`src/rtl/core/pmblc_pkg.sv`:
```
// ----------------------------------------------------------------------------
// pmblc_pkg
// Shared codes, widths and types of the power mode button LED controller.
// ----------------------------------------------------------------------------
package pmblc_pkg;

  localparam int IDLE_W = 20;
  localparam int HOLD_W = 16;
  localparam int TICK_W = 16;

  // Power and mode states
  localparam logic [3:0] ST_ADV   = 4'd0;
  localparam logic [3:0] ST_CONN  = 4'd1;
  localparam logic [3:0] ST_P1    = 4'd2;
  localparam logic [3:0] ST_P2    = 4'd3;
  localparam logic [3:0] ST_P3    = 4'd4;
  localparam logic [3:0] ST_START = 4'd5;
  localparam logic [3:0] ST_CHG   = 4'd6;
  localparam logic [3:0] ST_FULL  = 4'd7;
  localparam logic [3:0] ST_STOP  = 4'd8;
  localparam logic [3:0] ST_DOWN  = 4'd9;

  // LED colors, bit 0 red, bit 1 green, bit 2 blue
  localparam logic [2:0] LED_OFF    = 3'd0;
  localparam logic [2:0] LED_GREEN  = 3'd2;
  localparam logic [2:0] LED_YELLOW = 3'd3;
  localparam logic [2:0] LED_BLUE   = 3'd4;

  // Charger status
  localparam logic [1:0] CHG_NOT  = 2'd0;
  localparam logic [1:0] CHG_ON   = 2'd1;
  localparam logic [1:0] CHG_FULL = 2'd2;
  localparam logic [2:0] CHARGER_FULL_CODE = 3'd6;

  // Button events
  localparam logic [1:0] EV_NONE  = 2'd0;
  localparam logic [1:0] EV_SHORT = 2'd1;
  localparam logic [1:0] EV_LONG  = 2'd2;

  // Charger notifications
  localparam logic [1:0] NOTIFY_NONE  = 2'd0;
  localparam logic [1:0] NOTIFY_START = 2'd1;
  localparam logic [1:0] NOTIFY_END   = 2'd2;

  // Configuration register indexes
  localparam logic [1:0] CFG_IDLE_TIMEOUT = 2'd0;
  localparam logic [1:0] CFG_HOLD         = 2'd1;
  localparam logic [1:0] CFG_CONN_LED     = 2'd2;

  localparam logic [IDLE_W-1:0] IDLE_TIMEOUT_RST = 20'd20000;
  localparam logic [HOLD_W-1:0] HOLD_RST         = 16'd100;
  localparam logic [TICK_W-1:0] CONN_LED_RST     = 16'd600;

  localparam logic [6:0] BLINK_PERIOD = 7'd120;

  typedef struct packed {
    logic [1:0] ev;
    logic       set_blue;
    logic       armed;
  } btn_evt_t;

  typedef struct packed {
    logic [3:0] cur_state;
    logic [3:0] next_state;
    logic       tick_clear;
    logic [1:0] preset;
    logic       stop;
    logic       drop;
    logic       sadv;
    logic [1:0] notify;
    logic       hib;
  } fsm_out_t;

endpackage

```
`src/rtl/core/pmblc_button.sv`:
```
// ----------------------------------------------------------------------------
// pmblc_button
// Power button qualifier: short press and long hold detection.
// ----------------------------------------------------------------------------
module pmblc_button (
  input  logic                           clk,
  input  logic                           rst_n,
  input  logic                           accept,
  input  logic                           level,
  input  logic [pmblc_pkg::HOLD_W-1:0]   hold_ticks,
  output pmblc_pkg::btn_evt_t            evt
);
  import pmblc_pkg::*;

  logic              ignore_r, ignore_nxt;
  logic              was_down_r, was_down_nxt;
  logic              armed_r, armed_nxt;
  logic [HOLD_W-1:0] hold_r, hold_nxt;
  logic [HOLD_W-1:0] hold_inc;

  always_comb begin
    ignore_nxt   = ignore_r;
    was_down_nxt = was_down_r;
    armed_nxt    = armed_r;
    hold_nxt     = hold_r;
    evt.ev       = EV_NONE;
    evt.set_blue = 1'b0;
    hold_inc     = (hold_r == '1) ? hold_r : HOLD_W'(hold_r + 1'b1);
    if (ignore_r) begin
      if (level) begin
        ignore_nxt = 1'b0;
      end
    end else if (!level) begin
      was_down_nxt = 1'b1;
      hold_nxt     = hold_inc;
      if (hold_inc >= hold_ticks) begin
        armed_nxt    = 1'b1;
        evt.set_blue = 1'b1;
      end
    end else if (was_down_r) begin
      if (armed_r) begin
        evt.ev = EV_LONG;
      end else if (hold_r != '0 && hold_r < hold_ticks) begin
        evt.ev = EV_SHORT;
      end
      hold_nxt  = '0;
      armed_nxt = 1'b0;
    end else begin
      was_down_nxt = 1'b0;
    end
    evt.armed = armed_nxt;
  end

  always_ff @(posedge clk) begin
    if (!rst_n) begin
      ignore_r   <= 1'b1;
      was_down_r <= 1'b0;
      armed_r    <= 1'b0;
      hold_r     <= '0;
    end else if (accept) begin
      ignore_r   <= ignore_nxt;
      was_down_r <= was_down_nxt;
      armed_r    <= armed_nxt;
      hold_r     <= hold_nxt;
    end
  end

endmodule

```
`src/rtl/core/pmblc_fsm.sv`:
```
// ----------------------------------------------------------------------------
// pmblc_fsm
// Power and mode state machine with charger decode and idle countdown.
// ----------------------------------------------------------------------------
module pmblc_fsm (
  input  logic                           clk,
  input  logic                           rst_n,
  input  logic                           accept,
  input  logic                           charge_pin,
  input  logic [2:0]                     charger_bits,
  input  logic                           link_active,
  input  logic                           adv_stopped,
  input  logic [1:0]                     ev,
  input  logic [pmblc_pkg::IDLE_W-1:0]   idle_timeout_ticks,
  output pmblc_pkg::fsm_out_t            fo
);
  import pmblc_pkg::*;

  logic [3:0]        state_r, state_nxt;
  logic [IDLE_W-1:0] idle_r, idle_nxt;
  logic [1:0]        chg;

  always_comb begin
    if (charger_bits == CHARGER_FULL_CODE) begin
      chg = CHG_FULL;
    end else if (!charge_pin) begin
      chg = CHG_ON;
    end else begin
      chg = CHG_NOT;
    end

    idle_nxt = (idle_r != '0) ? IDLE_W'(idle_r - 1'b1) : idle_r;
    if (state_r != ST_ADV && state_r <= ST_STOP) begin
      idle_nxt = idle_timeout_ticks;
    end

    state_nxt     = state_r;
    fo.tick_clear = 1'b0;
    fo.preset     = 2'd0;
    fo.stop       = 1'b0;
    fo.drop       = 1'b0;
    fo.sadv       = 1'b0;
    fo.notify     = NOTIFY_NONE;
    fo.hib        = 1'b0;

    case (state_r)
      ST_CONN: begin
        if (chg == CHG_ON) begin
          fo.tick_clear = 1'b1;
          state_nxt     = ST_START;
        end else begin
          if (!link_active) begin
            fo.tick_clear = 1'b1;
            state_nxt     = ST_ADV;
          end
          if (ev == EV_LONG) begin
            state_nxt = ST_DOWN;
          end
        end
      end
      ST_P1, ST_P2, ST_P3: begin
        if (chg == CHG_ON) begin
          fo.tick_clear = 1'b1;
          state_nxt     = ST_START;
        end else if (ev == EV_SHORT) begin
          fo.tick_clear = 1'b1;
          if (state_r == ST_P3) begin
            fo.stop   = 1'b1;
            state_nxt = ST_ADV;
          end else begin
            // Preset strobe carries the low bits of the current state code
            fo.preset = state_r[1:0];
            state_nxt = 4'(state_r + 1'b1);
          end
        end else if (ev == EV_LONG) begin
          state_nxt = ST_DOWN;
        end
      end
      ST_START: begin
        fo.stop   = 1'b1;
        fo.drop   = 1'b1;
        fo.notify = NOTIFY_START;
        state_nxt = ST_CHG;
      end
      ST_CHG: begin
        if (chg == CHG_NOT) begin
          state_nxt = ST_STOP;
        end else if (chg == CHG_FULL) begin
          state_nxt = ST_FULL;
        end
      end
      ST_FULL: begin
        if (chg == CHG_NOT) begin
          state_nxt = ST_STOP;
        end
      end
      ST_STOP: begin
        fo.sadv   = adv_stopped;
        fo.notify = NOTIFY_END;
        state_nxt = ST_ADV;
      end
      ST_DOWN: begin
        fo.stop   = 1'b1;
        fo.hib    = 1'b1;
        idle_nxt  = idle_timeout_ticks;
        state_nxt = ST_ADV;
      end
      default: begin
        if (idle_nxt == '0) begin
          state_nxt = ST_DOWN;
        end else if (chg == CHG_ON) begin
          fo.tick_clear = 1'b1;
          state_nxt     = ST_START;
        end else if (link_active) begin
          fo.tick_clear = 1'b1;
          state_nxt     = ST_CONN;
        end else if (ev == EV_SHORT) begin
          fo.tick_clear = 1'b1;
          state_nxt     = ST_P1;
          fo.preset     = 2'd1;
        end else if (ev == EV_LONG) begin
          state_nxt = ST_DOWN;
        end
      end
    endcase
    fo.cur_state  = state_r;
    fo.next_state = state_nxt;
  end

  always_ff @(posedge clk) begin
    if (!rst_n) begin
      state_r <= ST_ADV;
      idle_r  <= IDLE_TIMEOUT_RST;
    end else if (accept) begin
      state_r <= state_nxt;
      idle_r  <= idle_nxt;
    end
  end

endmodule

```
`src/rtl/core/pmblc_led.sv`:
```
// ----------------------------------------------------------------------------
// pmblc_led
// RGB LED pattern generator: per-state blink and the connected indication.
// ----------------------------------------------------------------------------
module pmblc_led (
  input  logic                           clk,
  input  logic                           rst_n,
  input  logic                           accept,
  input  logic [3:0]                     state,
  input  logic                           tick_clear,
  input  logic                           set_blue,
  input  logic [pmblc_pkg::TICK_W-1:0]   connected_led_ticks,
  output logic [2:0]                     color
);
  import pmblc_pkg::*;

  logic [TICK_W-1:0] tick_r, tick_nxt;
  logic [2:0]        color_r;
  logic              done_r, done_nxt;
  logic [TICK_W-1:0] tick_base, t_conn;
  logic [6:0]        t_blink;
  logic [2:0]        color_base;

  // Lit for the first 6 of every 12 ticks, over the first n slots of a period
  function automatic logic blink_on(input logic [6:0] t, input logic [1:0] n);
    logic on;
    on = (t < 7'd6) ||
         (n >= 2'd2 && t >= 7'd12 && t < 7'd18) ||
         (n == 2'd3 && t >= 7'd24 && t < 7'd30);
    return on;
  endfunction

  always_comb begin
    color_base = set_blue ? LED_BLUE : color_r;
    tick_base  = tick_clear ? '0 : tick_r;
    t_blink    = (tick_base >= TICK_W'(BLINK_PERIOD)) ? 7'd0 : tick_base[6:0];
    t_conn     = (tick_base > connected_led_ticks) ? '0 : tick_base;
    color      = color_base;
    tick_nxt   = tick_base;
    done_nxt   = done_r;
    case (state)
      ST_CONN: begin
        tick_nxt = t_conn;
        if (!done_r) begin
          if (t_conn >= connected_led_ticks) begin
            color    = LED_OFF;
            done_nxt = 1'b1;
          end else begin
            color    = LED_BLUE;
            tick_nxt = TICK_W'(t_conn + 1'b1);
          end
        end
      end
      ST_P1, ST_P2, ST_P3: begin
        color    = blink_on(t_blink, 2'(state - ST_P1 + 1'b1)) ? LED_YELLOW : LED_OFF;
        tick_nxt = TICK_W'(t_blink + 1'b1);
      end
      ST_CHG: begin
        color    = blink_on(t_blink, 2'd1) ? LED_GREEN : LED_OFF;
        tick_nxt = TICK_W'(t_blink + 1'b1);
      end
      ST_FULL: begin
        color = LED_GREEN;
      end
      ST_DOWN: begin
        color = LED_OFF;
      end
      default: begin
        color    = blink_on(t_blink, 2'd1) ? LED_BLUE : LED_OFF;
        tick_nxt = TICK_W'(t_blink + 1'b1);
      end
    endcase
  end

  always_ff @(posedge clk) begin
    if (!rst_n) begin
      tick_r  <= '0;
      color_r <= LED_OFF;
      done_r  <= 1'b0;
    end else if (accept) begin
      tick_r  <= tick_nxt;
      color_r <= color;
      done_r  <= done_nxt;
    end
  end

endmodule

```
`src/rtl/core/power_mode_button_led_controller_core.sv`:
```
// ----------------------------------------------------------------------------
// power_mode_button_led_controller_core
// Power button, charger and idle-timeout mode controller with RGB LED drive.
// ----------------------------------------------------------------------------
// Usage:
//   Send one item per task tick on the in_ stream: button level, charge pin,
//   charger status bits, link flag and advertising-stopped flag. Each item
//   yields exactly one result on the out_ stream: the new mode state, the LED
//   drive, the action strobes (preset load, stimulus stop, link drop,
//   advertising restart, charger notification, hibernate) and the armed flag.
//   The result is valid in the cycle after input transfer; throughput is one
//   item per cycle unless the receiver stalls, set by the single result
//   register behind the state logic. The input side stays ready while the
//   result register is empty or is being drained in the same cycle, so a
//   stalled receiver holds the pending result and stops input after one item.
//   Reset (rst_n low, synchronous) returns to advertising, reloads the idle
//   countdown to 20000, loads the register defaults (idle 20000, hold 100,
//   connected LED 600), turns the LED off and ignores the button until the
//   first released tick. Write cfg_ registers only while the block is idle;
//   the cfg_ channel is always ready and indexes above 2 are dropped.
// ----------------------------------------------------------------------------
module power_mode_button_led_controller_core (
  input  logic        clk,
  input  logic        rst_n,
  // Input stream
  input  logic        in_tvalid,
  output logic        in_tready,
  // [0] button_level, [1] charge_pin, [4:2] charger_bits, [5] link_active,
  // [6] adv_stopped, [7] zero
  input  logic [7:0]  in_tdata,
  // Result stream
  output logic        out_tvalid,
  input  logic        out_tready,
  // [3:0] mode_state, [4] led_red, [5] led_green, [6] led_blue,
  // [8:7] load_preset, [9] stop_stimuli, [10] drop_link, [11] start_adv,
  // [13:12] notify_code, [14] enter_hibernate, [15] shutdown_armed
  output logic [15:0] out_tdata,
  // Configuration write channel
  input  logic        cfg_valid,
  output logic        cfg_ready,
  input  logic [1:0]  cfg_index,
  input  logic [19:0] cfg_data
);
  import pmblc_pkg::*;

  logic              in_fire;
  logic              out_tvalid_r;
  logic [15:0]       out_tdata_r;
  logic [IDLE_W-1:0] idle_timeout_r;
  logic [HOLD_W-1:0] hold_ticks_r;
  logic [TICK_W-1:0] conn_led_r;
  btn_evt_t          btn;
  fsm_out_t          fo;
  logic [2:0]        led_color;

  // Accept while the result register is free or drains this cycle
  assign in_tready  = !out_tvalid_r || out_tready;
  assign in_fire    = in_tvalid && in_tready;
  assign cfg_ready  = 1'b1;
  assign out_tvalid = out_tvalid_r;
  assign out_tdata  = out_tdata_r;

  // Configuration registers
  always_ff @(posedge clk) begin
    if (!rst_n) begin
      idle_timeout_r <= IDLE_TIMEOUT_RST;
      hold_ticks_r   <= HOLD_RST;
      conn_led_r     <= CONN_LED_RST;
    end else if (cfg_valid) begin
      case (cfg_index)
        CFG_IDLE_TIMEOUT: idle_timeout_r <= cfg_data;
        CFG_HOLD:         hold_ticks_r   <= cfg_data[HOLD_W-1:0];
        CFG_CONN_LED:     conn_led_r     <= cfg_data[TICK_W-1:0];
        default: begin
          // Drop writes outside the register list
        end
      endcase
    end
  end

  // Qualify the button first: its event steers the state machine
  pmblc_button u_button (
    .clk        (clk),
    .rst_n      (rst_n),
    .accept     (in_fire),
    .level      (in_tdata[0]),
    .hold_ticks (hold_ticks_r),
    .evt        (btn)
  );

  pmblc_fsm u_fsm (
    .clk                (clk),
    .rst_n              (rst_n),
    .accept             (in_fire),
    .charge_pin         (in_tdata[1]),
    .charger_bits       (in_tdata[4:2]),
    .link_active        (in_tdata[5]),
    .adv_stopped        (in_tdata[6]),
    .ev                 (btn.ev),
    .idle_timeout_ticks (idle_timeout_r),
    .fo                 (fo)
  );

  // LED pattern follows the state after the transition
  pmblc_led u_led (
    .clk                 (clk),
    .rst_n               (rst_n),
    .accept              (in_fire),
    .state               (fo.next_state),
    .tick_clear          (fo.tick_clear),
    .set_blue            (btn.set_blue),
    .connected_led_ticks (conn_led_r),
    .color               (led_color)
  );

  // Result register: load on input transfer, release on output transfer
  always_ff @(posedge clk) begin
    if (!rst_n) begin
      out_tvalid_r <= 1'b0;
    end else if (in_fire) begin
      out_tvalid_r <= 1'b1;
    end else if (out_tready) begin
      out_tvalid_r <= 1'b0;
    end
  end

  always_ff @(posedge clk) begin
    if (in_fire) begin
      out_tdata_r <= {btn.armed, fo.hib, fo.notify, fo.sadv, fo.drop, fo.stop,
                      fo.preset, led_color, fo.next_state};
    end
  end

`ifndef ASSERT_OFF
  // A hibernate strobe always comes with stimulus stop and a return to advertising
  a_hib_returns_adv: assert property (@(posedge clk) disable iff (!rst_n)
    (out_tvalid && out_tdata[14]) |-> (out_tdata[3:0] == ST_ADV && out_tdata[9]))
    else $error("hibernate strobe without advertising state or stimulus stop");

  // Start charging always advances to charging with the start notification
  a_start_to_chg: assert property (@(posedge clk) disable iff (!rst_n)
    (in_fire && fo.cur_state == ST_START) |=>
      (out_tdata[3:0] == ST_CHG && out_tdata[13:12] == NOTIFY_START))
    else $error("start charging did not advance to charging");

  // Never overwrite a result that the receiver has not taken
  a_no_overwrite: assert property (@(posedge clk) disable iff (!rst_n)
    !(in_fire && out_tvalid_r && !out_tready))
    else $error("result register overwritten while stalled");
`endif

endmodule

```
`config.mk`:
```
export PLATFORM = sky130hd
export DESIGN_NAME = power_mode_button_led_controller_core
export DESIGN_NICKNAME = d
export VERILOG_FILES = /design/src/rtl/core/pmblc_pkg.sv /design/src/rtl/core/pmblc_button.sv /design/src/rtl/core/pmblc_fsm.sv /design/src/rtl/core/pmblc_led.sv /design/src/rtl/core/power_mode_button_led_controller_core.sv
export SDC_FILE = /design/constraint.sdc
export NUM_CORES = 1
export LEC_CHECK = 0
export BUFFER_PORTS_ARGS = -buffer_cell sky130_fd_sc_hd__buf_2
export CORE_ASPECT_RATIO = 1.1
export CORE_MARGIN = 3
export CORE_UTILIZATION = 55
export DETAILED_ROUTE_END_ITERATION = 10
export PLACE_DENSITY = 0.88
export SLEW_MARGIN = 20
export SYNTH_ARGS = -nofsm -noshare
export SYNTH_HDL_FRONTEND = slang
export SYNTH_SLANG_ARGS = --single-unit
```
`constraint.sdc`:
```
create_clock -name clk -period 6.9 [get_ports clk]
set_input_delay 1.38 -clock clk [delete_from_list [all_inputs] [get_ports clk]]
set_output_delay 1.38 -clock clk [all_outputs]
set_load 0.005 [all_outputs]
```
==> metrics.yaml <==
run_status:
  status: "finished with violations"
  violations: "negative setup slack"
critical_path:
  required_ns: 7.17
  crit_start: "in_tdata[0]"
  r2r_start: "u_fsm.idle_r[1]"
  critPathMaxFanout: 6
  crit_path_start_kind: "primary input"
  crit_arrival_ns: 7.19
  cp_common_cell: "buf_4"
  worst_r2r_endpoint: "u_led.tick_r[4]"
  critical_path_class: "primary input to register"
  reg2reg_depth: 33
  r2r_setup_slack_ns: -0.02
  crit_slowest_cell: "o311a_1"
  slowest_delay_ns: 0.46
  crit_end: "u_led.tick_r[4]"
  crit_path_end_kind: "register"
drt:
  drt.antenna.violating_nets: 0
  post_drt_via_cell_ratio: 6.52
  wl_per_cell_um: 18.8
  drt_pass1_iterations: 7
  drc_errors: 0
  vias: 9616
  routed_wl_um: 27700
  drt_first_iter_violations: 1378
timing:
  hold_violations: 0
  report.final.slew_viol_count: 0
  finalWorstSetupSlack_ns: -0.0256
  tightest_slew_ns: 1.06
  tns_ns: -0.0256
  max_freq_mhz: 144
  skew_ns: 0.00805
  fin_crit_ns: 6.93
  fin_hold_ws_ns: 0.455
  setup_viol: 1
  fin_crit_sh: 1.00
  slew_headroom: 0.296
clock_tree:
  cts_inserted_buffers: 17
  hold_buffers: 0
  clk_path_buf_depth: 2
  clock_sinks: 131
  cts-htree-levels: 4
  cts_tree: "built"
  clk_latency_ns: 0.44
  root_buffer: "clkbuf_16"
  clk_pin_slew_ns: 0.06
power_and_ir_drop:
  leakage_nw: 4.41
  max-vdd-ir-drop_mv: 0.181
  p_total_mw: 2.26
  powerDensity_mw_per_mm2: 212
yosys:
  syn_area_sq_mm: 0.00909
  postSynthAreaPerCell_sq_um: 7.68
  synth_edf_count: 15
  synth.distinct_cells: 91
  synth_area_leaders: "dfxtp_1 (26%), ha_1 (11%), nand2_1 (7.5%), a21oi_1 (6.5%), edfxtp_1 (5.0%)"
  synth-seq-cells: 131
  ys.warnings.count: 0
  synth_top_area_frac: 0.255
  synthFlopType: "dfxtp_1"
  yosysTopAreaCell: "dfxtp_1"
  seq_area_frac_synth: 0.305
  synth_nets: 1297
  synth_cells: 1184
  synth-async-reset-ratio: 0
placed_design:
  dp_hpwl_um: 17900
  io_buffer_count: 51
  place_congestion: 0.923
  dp_cells: 1430
global_route:
  antenna_found_initial: 0
  grt_pass1_vias: 8958
  grt_first_pass_wirelength_um: 43500
  grt-ovfl-total: 0
  track_usage: 0.293
  grt_max_degree: 89
flow_run:
  drv_cap: 0
floorplanning:
  start_util: 0.569
  rows: 48
  die_w_um: 129
  die_area_sq_mm: 0.0181
  core_sq_mm: 0.0160
  io_pins: 54
  fp.dieH_um: 141
cells_and_area:
  final_common_cell: "nand2_1"
  stdcell_count: 1474
  multiInputGateArea_sq_mm: 0.00604
  fin_nets: 1374
  drive_gt1_frac: 0.179
  num_antenna_cells: 0
  fill_cells: 1192
  layout_common_cells: "nand2_1 (180), a21oi_1 (115), dfxtp_1 (115)"
  area_growth_pct: 17.4
  register_area_sq_mm: 0.00277
hold_path:
  hp-start: "conn_led_r[12]"
  hold_class: "register to register"
worst min path at each step:
stage / endpoint / cells after the start
6_report: conn_led_r[12] / 2
5_1_grt: hold_ticks_r[3] / 2
4_1_cts: conn_led_r[12] / 2
3_5_place_dp: conn_led_r[12] / 2
3_3_place_gp: hold_ticks_r[4] / 2
2_1_floorplan: conn_led_r[10] / 2
repair_timing:
action	4_1_cts	5_1_grt
pin swaps	4	18
endpoints found under the setup margin	13	18
gates resized for setup	12	37
buffers inserted	3	8
hold endpoints to repair	0	0
cloned	0	1
state kept, by name, indices dropped and copies added, names as in the netlist, 4 cells and up:
register and cells:
conn_led_r 16, hold_ticks_r 16, idle_timeout_r 20, out_tdata 15, u_button.hold_r 16, u_fsm.idle_r 20, u_fsm.state_r 4, u_led.tick_r 16
area by class of cell:
type | count | share of cell area
Tap cell | 200 | 0.0234
Multi-Input combinational cell | 923 | 0.566
Clock buffer | 17 | 0.0398
Inverter | 65 | 0.0228
Clock inverter | 15 | 0.0134
Timing Repair Buffer | 123 | 0.0752
Sequential cell | 131 | 0.260
layer usage:
metal | global-route usage | wire, um | vias up
met5 | 0 | 0 | -
met4 | 0.144 | 1350 | 0
met3 | 0.0508 | 2720 | 166
met2 | 0.477 | 12900 | 615
met1 | 0.373 | 10800 | 4409
li1 | - | - | 4426
critical path, delay by kind of cell:
| kind | cells | cell delay [ns] |
|---|---|---|
| buffers and inverters | 6 | 0.85 |
| and+or+nand+nor | 6 | 1.02 |
| AOI/OAI and AO/OA | 17 | 3.28 |
| adders and majority gates | 2 | 0.64 |
stage by stage:
step	util	worst slack, ns	instance area, sq um
floorplan	-	0.0168	9110
global placement	0.613	-0.0494	9800
detailed placement	0.613	-0.184	9800
CTS	0.654	0.0221	10400
global route	0.668	-0.250	10700
finish	0.668	-0.0256	10700
cell families after synthesis:
group,Yosys count,synth area share
fa+ha+maj,78,0.107
compound gates,317,0.235
xor+xnor,17,0.0164
other cells,1,0.000412
mux,3,0.00358
flops,131,0.305
buf+inv,131,0.0571
simple gates,506,0.275
cells in the mapped netlist, types with 9 or more instances:
cell type  number
nor2_1         96
xnor2_1        12
clkbuf_1       50
nor3_1         29
or4_1           9
nand3_1        34
nand4_1        22
a211oi_1        9
nand2_1       182
dfxtp_1       116
and2_1         36
o21ai_0        49
or3_1          10
inv_1          64
nand2b_1       13
edfxtp_1       15
a22oi_1        17
o211ai_1       16
a21o_1         16
ha_1           78
a31oi_1         9
and3_1         17
nor4_1         14
a21oi_1       118
power by group:
group	switching, mW	leakage [nW]	total [mW]	internal [mW]
clock network	0.409	0.276	0.887	0.478
logic	0.324	3.04	0.535	0.211
registers	0.0297	1.09	0.838	0.808
No activity file was read; power rests on OpenSTA's default activity.
